<file path="src/rtl/pbe_pkg.sv">
package pbe_pkg;

  localparam int unsigned PinBytesDef = 128;
  localparam int unsigned BufBytesDef = 64;

  localparam int unsigned CfgIdxW  = 3;
  localparam int unsigned CfgDataW = 8;

  // width used for length and size compares
  localparam int unsigned VW = 10;

  localparam int unsigned GlpBlockBytes = 8;
  localparam int unsigned GlpMaxDigits  = 12;

  localparam logic [7:0] GlpHdrNibble = 8'h20;
  localparam logic [7:0] FillByte     = 8'hFF;
  localparam logic [7:0] AsciiZero    = 8'h30;
  localparam logic [7:0] AsciiNine    = 8'h39;

  typedef enum logic [CfgIdxW-1:0] {
    REG_MODE    = 3'd0,
    REG_MAX_LEN = 3'd1,
    REG_PAD     = 3'd2,
    REG_PAD_EN  = 3'd3,
    REG_BUF_LEN = 3'd4
  } cfg_idx_e;

  typedef enum logic [1:0] {
    MODE_ASCII = 2'd0,
    MODE_BCD   = 2'd1,
    MODE_GLP   = 2'd2
  } mode_e;

  typedef enum logic [1:0] {
    ST_OK      = 2'd0,
    ST_INVALID = 2'd1,
    ST_SMALL   = 2'd2
  } status_e;

  typedef struct packed {
    logic [7:0] pin_byte;
    logic       last_byte;
    logic       empty_pin;
  } pin_t;

  typedef struct packed {
    logic [7:0] out_byte;
    logic       last_out;
    logic [1:0] status;
    logic [6:0] byte_count;
  } res_t;

  // controller to datapath
  typedef struct packed {
    logic in_ready;
    logic decide;
    logic rd_second;
    logic form_load;
    logic status_load;
  } cmd_t;

  // datapath to controller
  typedef struct packed {
    logic pin_end;
    logic done_now;
    logic out_free;
    logic last_k;
  } dp_stat_t;

endpackage

</file>
<file path="src/rtl/pbe_stream_if.sv">
interface pbe_stream_if #(
  parameter type payload_t = logic
);
  logic     valid;
  logic     ready;
  payload_t payload;

  modport source (output valid, output payload, input ready);
  modport sink (input valid, input payload, output ready);
endinterface

</file>
<file path="src/rtl/pbe_ctrl.sv">
module pbe_ctrl (
  input  logic             clk_i,
  input  logic             rst_ni,
  input  pbe_pkg::dp_stat_t stat_i,
  output pbe_pkg::cmd_t    cmd_o
);

  typedef enum logic [5:0] {
    S_LOAD   = 6'b000001,
    S_DECIDE = 6'b000010,
    S_STATUS = 6'b000100,
    S_RD_A   = 6'b001000,
    S_RD_B   = 6'b010000,
    S_FORM   = 6'b100000
  } state_e;

  state_e state_q, state_d;

  always_ff @(posedge clk_i or negedge rst_ni) begin
    if (!rst_ni) begin
      state_q <= S_LOAD;
    end else begin
      state_q <= state_d;
    end
  end

  always_comb begin
    state_d = state_q;
    cmd_o   = '0;
    case (state_q)
      S_LOAD: begin
        cmd_o.in_ready = 1'b1;
        if (stat_i.pin_end) begin
          state_d = S_DECIDE;
        end
      end
      S_DECIDE: begin
        cmd_o.decide = 1'b1;
        state_d = stat_i.done_now ? S_STATUS : S_RD_A;
      end
      S_STATUS: begin
        if (stat_i.out_free) begin
          cmd_o.status_load = 1'b1;
          state_d = S_LOAD;
        end
      end
      S_RD_A: begin
        // if the output register is free now, nothing loads it before S_FORM does
        if (stat_i.out_free) begin
          state_d = S_RD_B;
        end
      end
      S_RD_B: begin
        cmd_o.rd_second = 1'b1;
        state_d = S_FORM;
      end
      S_FORM: begin
        cmd_o.form_load = 1'b1;
        state_d = stat_i.last_k ? S_LOAD : S_RD_A;
      end
      default: begin
        state_d = S_LOAD;
      end
    endcase
  end

  a_decide_after_end: assert property (@(posedge clk_i) disable iff (!rst_ni)
    (state_q == S_DECIDE) |-> $past(stat_i.pin_end && state_q == S_LOAD))
    else $error("decide entered without a pin-ending transaction");

endmodule

</file>
<file path="src/rtl/pbe_datapath.sv">
module pbe_datapath #(
  parameter int unsigned MAX_PIN_BYTES    = pbe_pkg::PinBytesDef,
  parameter int unsigned MAX_BUFFER_BYTES = pbe_pkg::BufBytesDef
) (
  input  logic                          clk_i,
  input  logic                          rst_ni,
  input  logic                          cfg_we_i,
  input  logic [pbe_pkg::CfgIdxW-1:0]   cfg_idx_i,
  input  logic [pbe_pkg::CfgDataW-1:0]  cfg_wdata_i,
  input  logic                          pin_valid_i,
  input  pbe_pkg::pin_t                 pin_i,
  input  pbe_pkg::cmd_t                 cmd_i,
  output pbe_pkg::dp_stat_t             stat_o,
  output logic                          out_valid_o,
  input  logic                          out_ready_i,
  output pbe_pkg::res_t                 res_o
);

  localparam int unsigned AW = $clog2(MAX_PIN_BYTES);
  localparam int unsigned CW = $clog2(MAX_PIN_BYTES + 1);
  localparam int unsigned VW = pbe_pkg::VW;

  // configuration registers
  logic [1:0] mode_q;
  logic [7:0] max_len_q;
  logic [7:0] pad_q;
  logic       pad_en_q;
  logic [6:0] buf_len_q;

  always_ff @(posedge clk_i or negedge rst_ni) begin
    if (!rst_ni) begin
      mode_q    <= pbe_pkg::MODE_ASCII;
      max_len_q <= 8'd0;
      pad_q     <= pbe_pkg::FillByte;
      pad_en_q  <= 1'b0;
      buf_len_q <= 7'(MAX_BUFFER_BYTES);
    end else if (cfg_we_i) begin
      case (pbe_pkg::cfg_idx_e'(cfg_idx_i))
        pbe_pkg::REG_MODE:    mode_q    <= cfg_wdata_i[1:0];
        pbe_pkg::REG_MAX_LEN: max_len_q <= cfg_wdata_i;
        pbe_pkg::REG_PAD:     pad_q     <= cfg_wdata_i;
        pbe_pkg::REG_PAD_EN:  pad_en_q  <= cfg_wdata_i[0];
        pbe_pkg::REG_BUF_LEN: buf_len_q <= cfg_wdata_i[6:0];
        default: ;
      endcase
    end
  end

  logic glp, bcd, pack;
  assign glp  = (mode_q == pbe_pkg::MODE_GLP);
  assign bcd  = (mode_q == pbe_pkg::MODE_BCD);
  assign pack = glp | bcd;

  // pin store and load-side tracking
  logic [7:0]    store [MAX_PIN_BYTES];
  logic [7:0]    mem_q;
  logic [AW-1:0] raddr;

  logic [CW-1:0] cnt_q;
  logic [CW-1:0] trim_q;
  logic          ovf_q;
  logic          seen_ff_q;
  logic          bad_q;

  logic       load_en, wr_en, b_ff, b_digit;
  logic [7:0] b;

  assign b       = pin_i.pin_byte;
  assign load_en = pin_valid_i & cmd_i.in_ready & ~pin_i.empty_pin;
  assign wr_en   = load_en & (cnt_q < CW'(MAX_PIN_BYTES));
  assign b_ff    = (b == pbe_pkg::FillByte);
  assign b_digit = (b >= pbe_pkg::AsciiZero) && (b <= pbe_pkg::AsciiNine);

  always_ff @(posedge clk_i) begin
    if (wr_en) begin
      store[cnt_q[AW-1:0]] <= b;
    end
    mem_q <= store[raddr];
  end

  always_ff @(posedge clk_i or negedge rst_ni) begin
    if (!rst_ni) begin
      cnt_q     <= '0;
      trim_q    <= '0;
      ovf_q     <= 1'b0;
      seen_ff_q <= 1'b0;
      bad_q     <= 1'b0;
    end else if (cmd_i.decide) begin
      cnt_q     <= '0;
      trim_q    <= '0;
      ovf_q     <= 1'b0;
      seen_ff_q <= 1'b0;
      bad_q     <= 1'b0;
    end else if (wr_en) begin
      cnt_q <= cnt_q + CW'(1);
      if (b_ff) begin
        seen_ff_q <= 1'b1;
      end else begin
        // trailing 0xff trim point, and any non-digit inside the trimmed pin
        trim_q <= cnt_q + CW'(1);
        if (seen_ff_q || !b_digit) begin
          bad_q <= 1'b1;
        end
      end
    end else if (load_en) begin
      ovf_q <= 1'b1;
    end
  end

  // length and buffer checks at the end of a pin
  logic [6:0]    blen7;
  logic [VW-1:0] cnt_w, trim_w, mx_w, bl_w, len_w, dlen_w, need_w, padl_w, n_w;
  pbe_pkg::status_e dec_st;

  always_comb begin
    blen7  = (buf_len_q > 7'(MAX_BUFFER_BYTES)) ? 7'(MAX_BUFFER_BYTES) : buf_len_q;
    cnt_w  = VW'(cnt_q);
    trim_w = VW'(trim_q);
    mx_w   = VW'(max_len_q);
    bl_w   = VW'(blen7);
    len_w  = glp ? trim_w : cnt_w;
    dlen_w = pack ? ((len_w + VW'(1)) >> 1) : len_w;
    need_w = dlen_w + VW'(glp);
    if (glp) begin
      padl_w = VW'(pbe_pkg::GlpBlockBytes);
    end else if (pad_en_q) begin
      padl_w = bcd ? (mx_w >> 1) : mx_w;
    end else begin
      padl_w = '0;
    end
    n_w = (need_w > padl_w) ? need_w : padl_w;

    if (ovf_q) begin
      dec_st = pbe_pkg::ST_SMALL;
    end else if ((mx_w != '0) && (cnt_w > mx_w)) begin
      dec_st = pbe_pkg::ST_INVALID;
    end else if (glp && ((trim_w > VW'(pbe_pkg::GlpMaxDigits)) || bad_q)) begin
      dec_st = pbe_pkg::ST_INVALID;
    end else if (glp && (bl_w < VW'(pbe_pkg::GlpBlockBytes))) begin
      dec_st = pbe_pkg::ST_SMALL;
    end else if (need_w > bl_w) begin
      dec_st = pbe_pkg::ST_SMALL;
    end else if (padl_w > bl_w) begin
      dec_st = pbe_pkg::ST_SMALL;
    end else begin
      dec_st = pbe_pkg::ST_OK;
    end
  end

  pbe_pkg::status_e st_q;
  logic [6:0] n_q;
  logic [6:0] dlen_q;
  logic       odd_q;
  logic [3:0] hdr_q;
  logic [6:0] k_q;

  always_ff @(posedge clk_i) begin
    if (cmd_i.decide) begin
      st_q   <= dec_st;
      n_q    <= 7'(n_w);
      dlen_q <= 7'(dlen_w);
      odd_q  <= len_w[0];
      hdr_q  <= trim_q[3:0];
    end
  end

  always_ff @(posedge clk_i or negedge rst_ni) begin
    if (!rst_ni) begin
      k_q <= '0;
    end else if (cmd_i.decide) begin
      k_q <= '0;
    end else if (cmd_i.form_load) begin
      k_q <= k_q + 7'd1;
    end
  end

  // emit side: the first read gives the high nibble (or the whole ASCII byte), the second the low nibble
  logic [6:0] base7;
  logic [7:0] pidx8;
  logic [7:0] raddr8;
  logic [7:0] a_q;
  logic       is_data, last_data;
  logic [7:0] pair, form_byte;

  always_ff @(posedge clk_i) begin
    if (cmd_i.rd_second) begin
      a_q <= mem_q;
    end
  end

  always_comb begin
    base7     = glp ? (k_q - 7'd1) : k_q;
    pidx8     = pack ? {base7, 1'b0} : {1'b0, base7};
    raddr8    = cmd_i.rd_second ? (pidx8 + 8'd1) : pidx8;
    raddr     = raddr8[AW-1:0];
    is_data   = (base7 < dlen_q) && !(glp && (k_q == 7'd0));
    last_data = (base7 == (dlen_q - 7'd1));
    pair      = {a_q[3:0], (odd_q && last_data) ? pad_q[3:0] : mem_q[3:0]};
    if (glp && (k_q == 7'd0)) begin
      form_byte = pbe_pkg::GlpHdrNibble | {4'h0, hdr_q};
    end else if (is_data) begin
      form_byte = pack ? pair : a_q;
    end else begin
      form_byte = glp ? pbe_pkg::FillByte : pad_q;
    end
  end

  // output register
  logic          out_valid_q;
  pbe_pkg::res_t out_q;
  logic          out_free;

  assign out_free = ~out_valid_q | out_ready_i;

  always_ff @(posedge clk_i or negedge rst_ni) begin
    if (!rst_ni) begin
      out_valid_q <= 1'b0;
    end else if (cmd_i.form_load || cmd_i.status_load) begin
      out_valid_q <= 1'b1;
    end else if (out_ready_i) begin
      out_valid_q <= 1'b0;
    end
  end

  always_ff @(posedge clk_i) begin
    if (cmd_i.status_load) begin
      out_q.out_byte   <= 8'h00;
      out_q.last_out   <= 1'b1;
      out_q.status     <= st_q;
      out_q.byte_count <= 7'd0;
    end else if (cmd_i.form_load) begin
      out_q.out_byte   <= form_byte;
      out_q.last_out   <= stat_o.last_k;
      out_q.status     <= pbe_pkg::ST_OK;
      out_q.byte_count <= n_q;
    end
  end

  assign out_valid_o = out_valid_q;
  assign res_o       = out_q;

  assign stat_o.pin_end  = pin_valid_i & (pin_i.last_byte | pin_i.empty_pin);
  assign stat_o.done_now = (dec_st != pbe_pkg::ST_OK) || (n_w == '0);
  assign stat_o.out_free = out_free;
  assign stat_o.last_k   = (k_q == (n_q - 7'd1));

  a_no_overwrite: assert property (@(posedge clk_i) disable iff (!rst_ni)
    (cmd_i.form_load || cmd_i.status_load) |-> out_free)
    else $error("result register overwritten before its transaction");

  a_k_in_range: assert property (@(posedge clk_i) disable iff (!rst_ni)
    cmd_i.form_load |-> (k_q < n_q))
    else $error("emit index past encoded length");

  a_err_no_data: assert property (@(posedge clk_i) disable iff (!rst_ni)
    $past(cmd_i.status_load) |-> (out_q.last_out && (out_q.byte_count == 7'd0)))
    else $error("status result carries data");

  a_cnt_bound: assert property (@(posedge clk_i) disable iff (!rst_ni)
    ovf_q |-> (cnt_q == CW'(MAX_PIN_BYTES)))
    else $error("overflow flagged before store full");

endmodule

</file>
<file path="src/rtl/pin_block_encoder.sv">
// channel  | dir | payload                                 | accepted when
// pin_i    | in  | pin_byte, last_byte, empty_pin          | valid & ready
// enc_o    | out | out_byte, last_out, status, byte_count  | valid & ready
// cfg      | in  | cfg_idx_i, cfg_wdata_i                  | cfg_we_i
//
// pin bytes load one per cycle; ready drops from the pin-ending transaction
// until the last result of that pin sits in the output register
// lengths are checked in S_DECIDE, then each encoded byte takes two store
// reads through the single registered read port, then the result register
// an error or empty result goes through S_DECIDE and S_STATUS after the pin ends
// reset clears control and configuration; the pin store is not cleared
// a stall on enc_o holds the emit sequence; pin_i is taken again while
// the final result waits
module pin_block_encoder #(
  parameter int unsigned MAX_PIN_BYTES    = pbe_pkg::PinBytesDef,
  parameter int unsigned MAX_BUFFER_BYTES = pbe_pkg::BufBytesDef
) (
  input  logic                         clk_i,
  input  logic                         rst_ni,
  input  logic                         cfg_we_i,
  input  logic [pbe_pkg::CfgIdxW-1:0]  cfg_idx_i,
  input  logic [pbe_pkg::CfgDataW-1:0] cfg_wdata_i,
  pbe_stream_if.sink                   pin_i,
  pbe_stream_if.source                 enc_o
);

  pbe_pkg::cmd_t     cmd;
  pbe_pkg::dp_stat_t stat;
  pbe_pkg::pin_t     pin_payload;
  pbe_pkg::res_t     res;
  logic              out_valid;

  assign pin_payload = pin_i.payload;
  assign pin_i.ready = cmd.in_ready;

  pbe_ctrl u_ctrl (
    .clk_i  (clk_i),
    .rst_ni (rst_ni),
    .stat_i (stat),
    .cmd_o  (cmd)
  );

  pbe_datapath #(
    .MAX_PIN_BYTES    (MAX_PIN_BYTES),
    .MAX_BUFFER_BYTES (MAX_BUFFER_BYTES)
  ) u_datapath (
    .clk_i       (clk_i),
    .rst_ni      (rst_ni),
    .cfg_we_i    (cfg_we_i),
    .cfg_idx_i   (cfg_idx_i),
    .cfg_wdata_i (cfg_wdata_i),
    .pin_valid_i (pin_i.valid),
    .pin_i       (pin_payload),
    .cmd_i       (cmd),
    .stat_o      (stat),
    .out_valid_o (out_valid),
    .out_ready_i (enc_o.ready),
    .res_o       (res)
  );

  assign enc_o.valid   = out_valid;
  assign enc_o.payload = res;

endmodule
</file>
<file path="src/flat_wrapper.sv">
// flat-port wrapper written by rule: the top's interface ports become plain ports
module pin_block_encoder_flat 
#(
  parameter int unsigned MAX_PIN_BYTES    = pbe_pkg::PinBytesDef,
  parameter int unsigned MAX_BUFFER_BYTES = pbe_pkg::BufBytesDef
)
  (clk_i, rst_ni, cfg_we_i, cfg_idx_i, cfg_wdata_i, pin_i_valid, pin_i_payload, pin_i_ready, enc_o_valid, enc_o_payload, enc_o_ready);
  pbe_stream_if pin_i_i ();
  pbe_stream_if enc_o_i ();
  input  logic clk_i;
  input  logic rst_ni;
  input  logic cfg_we_i;
  input  logic [pbe_pkg::CfgIdxW-1:0] cfg_idx_i;
  input  logic [pbe_pkg::CfgDataW-1:0] cfg_wdata_i;
  input wire logic [$bits(pin_i_i.valid)-1:0] pin_i_valid;
  input wire logic [$bits(pin_i_i.payload)-1:0] pin_i_payload;
  output wire logic [$bits(pin_i_i.ready)-1:0] pin_i_ready;
  output wire logic [$bits(enc_o_i.valid)-1:0] enc_o_valid;
  output wire logic [$bits(enc_o_i.payload)-1:0] enc_o_payload;
  input wire logic [$bits(enc_o_i.ready)-1:0] enc_o_ready;
  assign pin_i_i.valid = pin_i_valid;
  assign pin_i_i.payload = pin_i_payload;
  assign pin_i_ready = pin_i_i.ready;
  assign enc_o_valid = enc_o_i.valid;
  assign enc_o_payload = enc_o_i.payload;
  assign enc_o_i.ready = enc_o_ready;
  pin_block_encoder #(.MAX_PIN_BYTES(MAX_PIN_BYTES), .MAX_BUFFER_BYTES(MAX_BUFFER_BYTES)) u_core (.clk_i(clk_i), .rst_ni(rst_ni), .cfg_we_i(cfg_we_i), .cfg_idx_i(cfg_idx_i), .cfg_wdata_i(cfg_wdata_i), .pin_i(pin_i_i), .enc_o(enc_o_i));
endmodule
</file>
<file path="config.mk">
export PLATFORM = sky130hd
export DESIGN_NAME = pin_block_encoder_flat
export DESIGN_NICKNAME = d
export VERILOG_FILES = /design/src/rtl/pbe_pkg.sv /design/src/rtl/pbe_stream_if.sv /design/src/rtl/pbe_ctrl.sv /design/src/rtl/pbe_datapath.sv /design/src/rtl/pin_block_encoder.sv /design/src/flat_wrapper.sv
export SDC_FILE = /design/constraint.sdc
export NUM_CORES = 1
export LEC_CHECK = 0
export ABC_AREA = 1
export BUFFER_PORTS_ARGS = -buffer_cell sky130_fd_sc_hd__buf_2
export CORE_AREA = 2 2 285 287
export CTS_CLUSTER_DIAMETER = 40
export DETAILED_ROUTE_END_ITERATION = 12
export DIE_AREA = 0 0 287 289
export GPL_TIMING_DRIVEN = 0
export PLACE_DENSITY = 0.9
export SETUP_SLACK_MARGIN = 0.5
export SKIP_CTS_REPAIR_TIMING = 1
export SLEW_MARGIN = 20
export SYNTH_ARGS = -nofsm -noshare
export SYNTH_HDL_FRONTEND = slang
export SYNTH_HIERARCHICAL = 1
export SYNTH_SLANG_ARGS = --single-unit
</file>
<file path="constraint.sdc">
create_clock -name clk_i -period 3.9 [get_ports clk_i]
set_input_delay 0.78 -clock clk_i [delete_from_list [all_inputs] [get_ports clk_i]]
set_output_delay 0.78 -clock clk_i [all_outputs]
set_load 0.01 [all_outputs]
</file>
After elaboration in Yosys (flattened, before gate mapping)
Cells that the tools add are included.
{"block": "word_totals", "register_bits": 50, "inputBits": 17, "output_inout_bits": 3}
{"block": "op_classes", "addsub": 5, "n_lt_le_gt_ge": 8, "n_eq_ne": 16, "muxes": 34, "n_bitwise": 8, "n_reduce_logical": 20}
{"operator": "$mux 8", "n": 6}
{"operator": "$pmux 6 s6", "n": 1}
{"operator": "$mux 7", "n": 3}
{"operator": "$mux 6", "n": 3}
{"operator": "$mux 1", "n": 12}
{"operator": "$mux 2", "n": 6}
{"operator": "$gt 10x7->1", "n": 1}
{"operator": "$gt 9x10->1", "n": 1}
{"operator": "$logic_not 10->1", "n": 1}
{"operator": "$mux 10", "n": 1}
{"operator": "$reduce_and 2->1", "n": 5}
{"operator": "$reduce_bool 2->1", "n": 5}
{"operator": "$add 8x1->9", "n": 1}
{"operator": "$add 8x1->9 const B", "n": 1}
{"operator": "$gt 9x7->1", "n": 1}
{"operator": "$add 8x1->8 const B", "n": 1}
{"operator": "$gt 8x4->1 const B", "n": 1}
{"operator": "$gt 8x8->1", "n": 1}
{"operator": "$lt 8x8->1 const B", "n": 1}
{"operator": "$mux 4", "n": 2}
{"operator": "$reduce_bool 8->1", "n": 1}
{"operator": "$add 7x1->7 const B", "n": 1}
{"operator": "$eq 7x7->1", "n": 1}
{"operator": "$gt 7x7->1 const B", "n": 1}
{"operator": "other kinds (22)", "n": 33}

Longest topological paths before layout
Gate-level depths: netlist of run 1.
{"block": "logic_depth", "word_depth": 15, "depth_mapped": 34, "ltp_nobuf": 33}

Hierarchy
The synthesis of run 1 kept the hierarchy.
{"mod": "pbe_datapath", "instances": 1, "cells_per_inst": 4226, "area_each_um2": 48809.3, "seq_area_each_um2": 33498.4}
{"mod": "pbe_ctrl", "instances": 1, "cells_per_inst": 54, "area_each_um2": 396.6, "seq_area_each_um2": 151.4}
{"mod": "pin_block_encoder", "instances": 1, "cells_per_inst": 1, "area_each_um2": 3.8, "seq_area_each_um2": 0.0}

Least setup slack after synthesis of run 1
Ideal clock, no wire load.
{"block": "synth_timing", "path_kind": "register to register", "startpoint": "reg u_core.u_datapath.mode_q[0]", "endpoint": "reg u_core.u_ctrl.state_q[3]", "setup_time_ns": 0.146, "arrival_ns": 4.061, "required_ns": 3.754, "path_slack_ns": -0.307, "stages_incl_launch_ff": 32, "path_cell_list": "dfrtp_1 > inv_1 > ha_1 > inv_1 > clkbuf_1 > buf_1 > nand2_1 > o21ai_0 > ha_1 > a21boi_0 > nand2_1 > nor2_1 > nand3_1 > nand2_1 > inv_1 > ha_1 > a21oi_1 > o21ai_0 > a21oi_1 > nor2_1 > nor2_1 > nand2_1 > nand2_1 > nand2_2 > nand2_1 > o21ai_1 > nor2_1 > nand3_1 > nand2_1 > inv_1 > nand2_1 > o221ai_1"}
{"item": "from (decl)", "line": "pbe_datapath.sv:24", "rtl": "logic [1:0] mode_q;"}
{"item": "from (signal assigned)", "line": "pbe_datapath.sv:32", "rtl": "mode_q <= pbe_pkg::MODE_ASCII;"}
{"item": "from (signal assigned)", "line": "pbe_datapath.sv:39", "rtl": "pbe_pkg::REG_MODE: mode_q <= cfg_wdata_i[1:0];"}
{"item": "to (signal assigned)", "line": "pbe_ctrl.sv:23", "rtl": "state_q <= state_d;"}
{"item": "to (decl)", "line": "pbe_ctrl.sv:17", "rtl": "state_e state_q, state_d;"}

==> results of run 1 <==
cell type report:
cell class / instances / area, sq um
repair buffers: 31 / 191
clock buffers: 12 / 278
diodes: 4 / 10.0
fillers: 9283 / 73200
plain buffers: 14 / 76.3
clock inverters: 4 / 45.0
inverters: 122 / 458
well taps: 1060 / 1330
flip-flops and latches: 59 / 1510
multi-input cells: 457 / 2810
routing by layer:
layer	vias to the layer above	share of wire [%]	track usage (%)
li1	2165	-	-
met1	2007	48	3.71
met2	87	44	4.34
met3	20	5.9	1.02
met4	0	1.6	0.755
met5	-	0	0
worst paths after layout:
| kind | endpoint | slack (ns) | start |
|---|---|---|---|
| worst max-delay path | u_core/u_ctrl/state_q[3] | -0.09 | u_core/u_datapath/mode_q[0] |
| worst min-delay path | u_core/u_ctrl/state_q[5] | 0.47 | rst_ni |
| worst max register to register | u_core/u_ctrl/state_q[3] | -0.09 | u_core/u_datapath/mode_q[0] |
| worst min register to register | u_core/u_datapath/res_o[0] | 0.49 | u_core/u_datapath/res_o[0] |
| max in group asynchronous | u_core/u_datapath/trim_q[3] | 2.97 | rst_ni |
| min in group clk_i | u_core/u_datapath/res_o[0] | 0.49 | u_core/u_datapath/res_o[0] |
power groups by stage:
stage	sequential (uW)	clock (uW)	combinational [uW]
floorplan	853	0	1090
global placement	873	0	1360
detailed placement	879	0	1400
CTS	869	855	1410
global route	889	884	1940
finish	874	838	1730
stage by stage:
stage	power (uW)	setup TNS (ns)	instance area, sq um
after floorplan	1940	0	4620
after global placement	2230	-0.245	6040
after detailed placement	2280	-0.386	6040
after CTS	3130	-0.426	6360
after global routing	3710	-0.593	6700
final	3450	-0.104	6710
worst max-delay path: cells and delay by family (launching register included):
kind            cells  cell delay (ns)
compound gates      6             0.66
fa+ha+maj           4             0.86
buf+inv             5             0.36
flops               1             0.41
simple gates       18             1.56
state kept, by name, indices dropped and copies added, names as in the netlist:
signal                         count
u_core/u_ctrl/state_q              6
u_core/u_datapath/bad_q            1
u_core/u_datapath/buf_len_q        7
u_core/u_datapath/cnt_q            8
u_core/u_datapath/k_q              7
u_core/u_datapath/max_len_q        8
u_core/u_datapath/mode_q           2
u_core/u_datapath/n_q              7
u_core/u_datapath/out_valid_o      1
u_core/u_datapath/ovf_q            1
u_core/u_datapath/pad_en_q         1
u_core/u_datapath/res_o            1
u_core/u_datapath/seen_ff_q        1
u_core/u_datapath/trim_q           8
cells in the final DEF (no fill, tap or decap), types with 13 or more instances in the layout:
cell type,instances
nand2_1,118
inv_1,110
nor2_1,58
dfrtp_1,49
o21ai_0,43
nand3_1,33
ha_1,33
nand2_2,22
buf_2,18
a21oi_1,18
nor3_1,15
conb_1,14
buf_4,13
nand3_2,13
==> impl_metrics.tcl, run 1 <==
set metrics [dict create \
    status "complete, but fails checks" \
    failed_checks "setup timing" \
    cp_common_cell "nand2_2" \
    critPathRequiredTime_ns 4.09 \
    p_leak_uw 0.00280 \
    postSynthCellCount 639 \
    critical_path_arrival_ns 4.19 \
    rows 104 \
    worst_pin_slew_ns 0.660 \
    htreeDepth 3 \
    ant_nets 0 \
    ir_drop_uv 258 \
    gp_congestion 0.831 \
    syn_area_sq_um 4530 \
    hold_violations 0 \
    crit_path_start_kind "register" \
    path_max_fanout 8 \
    hold_class "in -> async" \
    insertion_delay_ns 0.33 \
    wl_per_cell_um 6.93 \
    combPwrFrac_pct 50.3 \
    drtIter0Drc 266 \
    die_h_um 289 \
    numCtsBuffers 9 \
    grt_overflow 0 \
    reg2reg_depth 33 \
    drv_slew 0 \
    dr.pass1.iters 4 \
    whs_ns 0.465 \
    antenna_found_initial 4 \
    grt_max_degree 52 \
    power_density_nw_per_um2 514 \
    ys_warn_count 6 \
    fin_cells 1763 \
    placed_cells 1731 \
    p_sw_uw 1450 \
    drv_cap 0 \
    p_sw_share_pct 42.1 \
    syn_avg_cell_area_sq_um 7.09 \
    post-route-period-util_pct 102 \
    initial_utilization_pct 5.67 \
    wl_um 12200 \
    place_ws_ns -0.261 \
    rsz0062_at_grt "yes" \
    cp_slowest_cell "dfrtp_1" \
    grt_first_pass_wirelength_um 18900 \
    area_growth_pct 48.0 \
    drive_gt1_share_pct 20.2 \
    vias 4279 \
    post-dp-hpwl_um 9460 \
    numClockSinks 59 \
    slowest_delay_ns 0.41 \
    io_pins 20 \
    intPower_uw 1990 \
    max_slew_margin_pct 56.0 \
    end_kind "register" \
    grt_pass1_vias 4027 \
    core_area_sq_um 79900 \
    fin_crit_ns 3.99 \
    setup_ws_ns -0.0947 \
    cts_tree "built" \
    p_clk_share_pct 24.3 \
    fp.dieW_um 287 \
    p_seq_share_pct 25.4 \
    track_usage_pct 2.82 \
    clock_path_buffers 2 \
    skew_ns 0.00696 \
    criticalPathCategory "reg -> reg" \
    cts_root_buf "clkbuf_16" \
    die_area_sq_um 82900 \
    port-buffer-count 19 \
    max_freq_mhz 250 \
    viasPerCell 2.43 \
    cts.clk_slew.worst_paths_ns 0.05 \
    final_core_util_pct 8.39 \
    finalSetupViolCount 2 \
    layout.nets 750 \
    route.detailed.drc 0 \
]
Note: power is estimated with default switching activity, not from simulation.
==> run 2, diff against run 1 <==
CELL_PAD_IN_SITES_DETAIL_PLACEMENT = 1   (was not set)
CELL_PAD_IN_SITES_GLOBAL_PLACEMENT = 2   (was not set)
CORE_AREA = 2 2 342 344   (was 2 2 285 287)
DIE_AREA = 0 0 344 346   (was 0 0 287 289)
PLACE_DENSITY = 0.89   (was 0.9)
==> run 2 against run 1 <==
  * The run still ends with setup timing left
  * Utilization is 2.1 points lower
  * Via count is 1.9% lower
  * Sequential cell count stayed put
  * Sequential share of layout area is 1.7 points lower
  * Power is 3.0% lower
==> impl_metrics.tcl, run 2 (same netlist as run 1, synthesis figures left out) <==
set metrics [dict create \
    status "complete, but fails checks" \
    failed_checks "setup timing" \
    cp_slowest_cell "dfrtp_1" \
    insertion_delay_ns 0.33 \
    routed.top_layer "met4" \
    min_path_cells 2 \
    power_density_nw_per_um2 462 \
    combPwrFrac_pct 52.3 \
    area_growth_pct 59.8 \
    crit_path_start_kind "register" \
    initial_utilization_pct 3.92 \
    p_sw_uw 1470 \
    clock_path_buffers 2 \
    finalSetupViolCount 2 \
    cts.clk_slew.worst_paths_ns 0.05 \
    viasPerCell 1.89 \
    timing.rr.start "u_core/u_datapath/mode_q[0]" \
    p_leak_uw 0.00274 \
    worst_pin_slew_ns 0.681 \
    drv_slew 0 \
    drive_gt1_share_pct 19.8 \
    htreeDepth 3 \
    grt_overflow 0 \
    die_h_um 346 \
    p_clk_share_pct 21.3 \
    vias 4199 \
    numClockSinks 59 \
    reg2reg_depth 33 \
    fin_crit_ns 4.00 \
    n_fill_cell 14000 \
    route.detailed.drc 0 \
    fin_cells 2223 \
    cp_common_cell "nand2_2" \
    io_pins 20 \
    dr.pass1.iters 4 \
    max_slew_margin_pct 54.6 \
    grt_pass1_vias 4385 \
    fp.dieW_um 344 \
    port-buffer-count 19 \
    cts_tree "built" \
    cts_root_buf "clkbuf_16" \
    whs_ns 0.454 \
    max_freq_mhz 250 \
    path_max_fanout 6 \
    slowest_delay_ns 0.41 \
    holdCritStartpoint "u_core/u_datapath/res_o[0]" \
    ir_drop_uv 237 \
    intPower_uw 1870 \
    drv_cap 0 \
    wl_per_cell_um 6.13 \
    end_kind "register" \
    whs_endpoint "u_core/u_datapath/res_o[0]" \
    p_seq_share_pct 26.4 \
    hold_class "reg -> reg" \
    p_sw_share_pct 44.0 \
    critical_path_arrival_ns 4.20 \
    setup_ws_ns -0.103 \
    rsz0062_at_grt "yes" \
    numCtsBuffers 9 \
    skew_ns 0.00601 \
    placed_cells 2195 \
    reg2reg_slack_ns -0.10 \
    gp_congestion 0.704 \
    wl_met3_um 254 \
    rows 125 \
    critPathRequiredTime_ns 4.09 \
    grt_first_pass_wirelength_um 21900 \
    post-dp-hpwl_um 10900 \
    die_area_sq_um 119000 \
    seq_area_sq_um 1510 \
    wl_met2_um 6240 \
    final_common_cell "nand2_1" \
    multi_input_area_sq_um 2850 \
    ant_nets 0 \
    layout.nets 748 \
    post-route-period-util_pct 103 \
    drtIter0Drc 90 \
    hold_violations 0 \
    criticalPathCategory "reg -> reg" \
    final_cell_mix "118 x nand2_1, 108 x inv_1, 58 x nor2_1" \
    core_area_sq_um 115000 \
    drt-met1-wl_um 6980 \
    track_usage_pct 2.28 \
    largestRegisters "u_core/u_datapath/cnt_q x8, u_core/u_datapath/max_len_q x8, u_core/u_datapath/trim_q x8" \
    wl_um 13600 \
    worstReg2RegEnd "u_core/u_ctrl/state_q[3]" \
    antenna_found_initial 1 \
    grt_max_degree 52 \
]
-- run 2: per-layer routing --
metal	vias up	global-route usage [%]
met1	1997	3.12
met2	38	3.68
met5	-	0
li1	2150	-
met4	0	0.674
met3	14	0.351
-- run 2: how the worst max path moves through the flow --
| stage | from | to | depth (start not counted) |
|---|---|---|---|
| after floorplan | u_core/u_datapath/mode_q[0] | u_core/u_ctrl/state_q[3] | 33 |
| after global placement | u_core/u_datapath/mode_q[0] | u_core/u_ctrl/state_q[3] | 33 |
| after detailed placement | u_core/u_datapath/mode_q[0] | u_core/u_ctrl/state_q[3] | 33 |
| after CTS | u_core/u_datapath/mode_q[0] | u_core/u_ctrl/state_q[3] | 31 |
| after global routing | u_core/u_datapath/mode_q[0] | u_core/u_ctrl/state_q[3] | 34 |
| final | u_core/u_datapath/mode_q[0] | u_core/u_ctrl/state_q[3] | 33 |
-- run 2: worst max-delay path, delay by kind of cell (launching register included) --
| kind | cells | cell delay, ns |
|---|---|---|
| buffers and inverters | 5 | 0.35 |
| AO/OA/AOI/OAI | 6 | 0.66 |
| adder cells (fa/ha/maj) | 4 | 0.87 |
| flip-flops | 1 | 0.41 |
| AND/OR/NAND/NOR | 18 | 1.57 |
-- run 2: power groups by stage --
stage	Combinational, uW	Sequential (uW)	Clock, uW
finish	1750	883	710
CTS	1490	881	737
global placement	1430	886	0
floorplan	1090	853	0
global route	2010	901	764
detailed placement	1480	890	0
-- run 2: per-stage QoR --
stage	total power [uW]	utilization, %	worst slack (ns)	setup TNS, ns	cell area [sq um]
final	3340	6.27	-0.103	-0.133	7240
after CTS	3110	5.97	-0.445	-0.834	6890
after global placement	2320	5.73	-0.326	-0.539	6620
after floorplan	1940	-	0.265	0	4620
after global routing	3670	6.27	-0.415	-0.865	7230
after detailed placement	2370	5.74	-0.433	-0.771	6620
-- run 2: final cells by class --
type	instances	share of cell area, %
Antenna cell	2	0.0691
Buffer	14	1.09
Clock buffer	13	3.46
Clock inverter	3	0.207
Inverter	122	6.36
Multi-Input combinational cell	458	39.4
Sequential cell	59	20.8
Tap cell	1524	26.3
Timing Repair Buffer	28	2.28
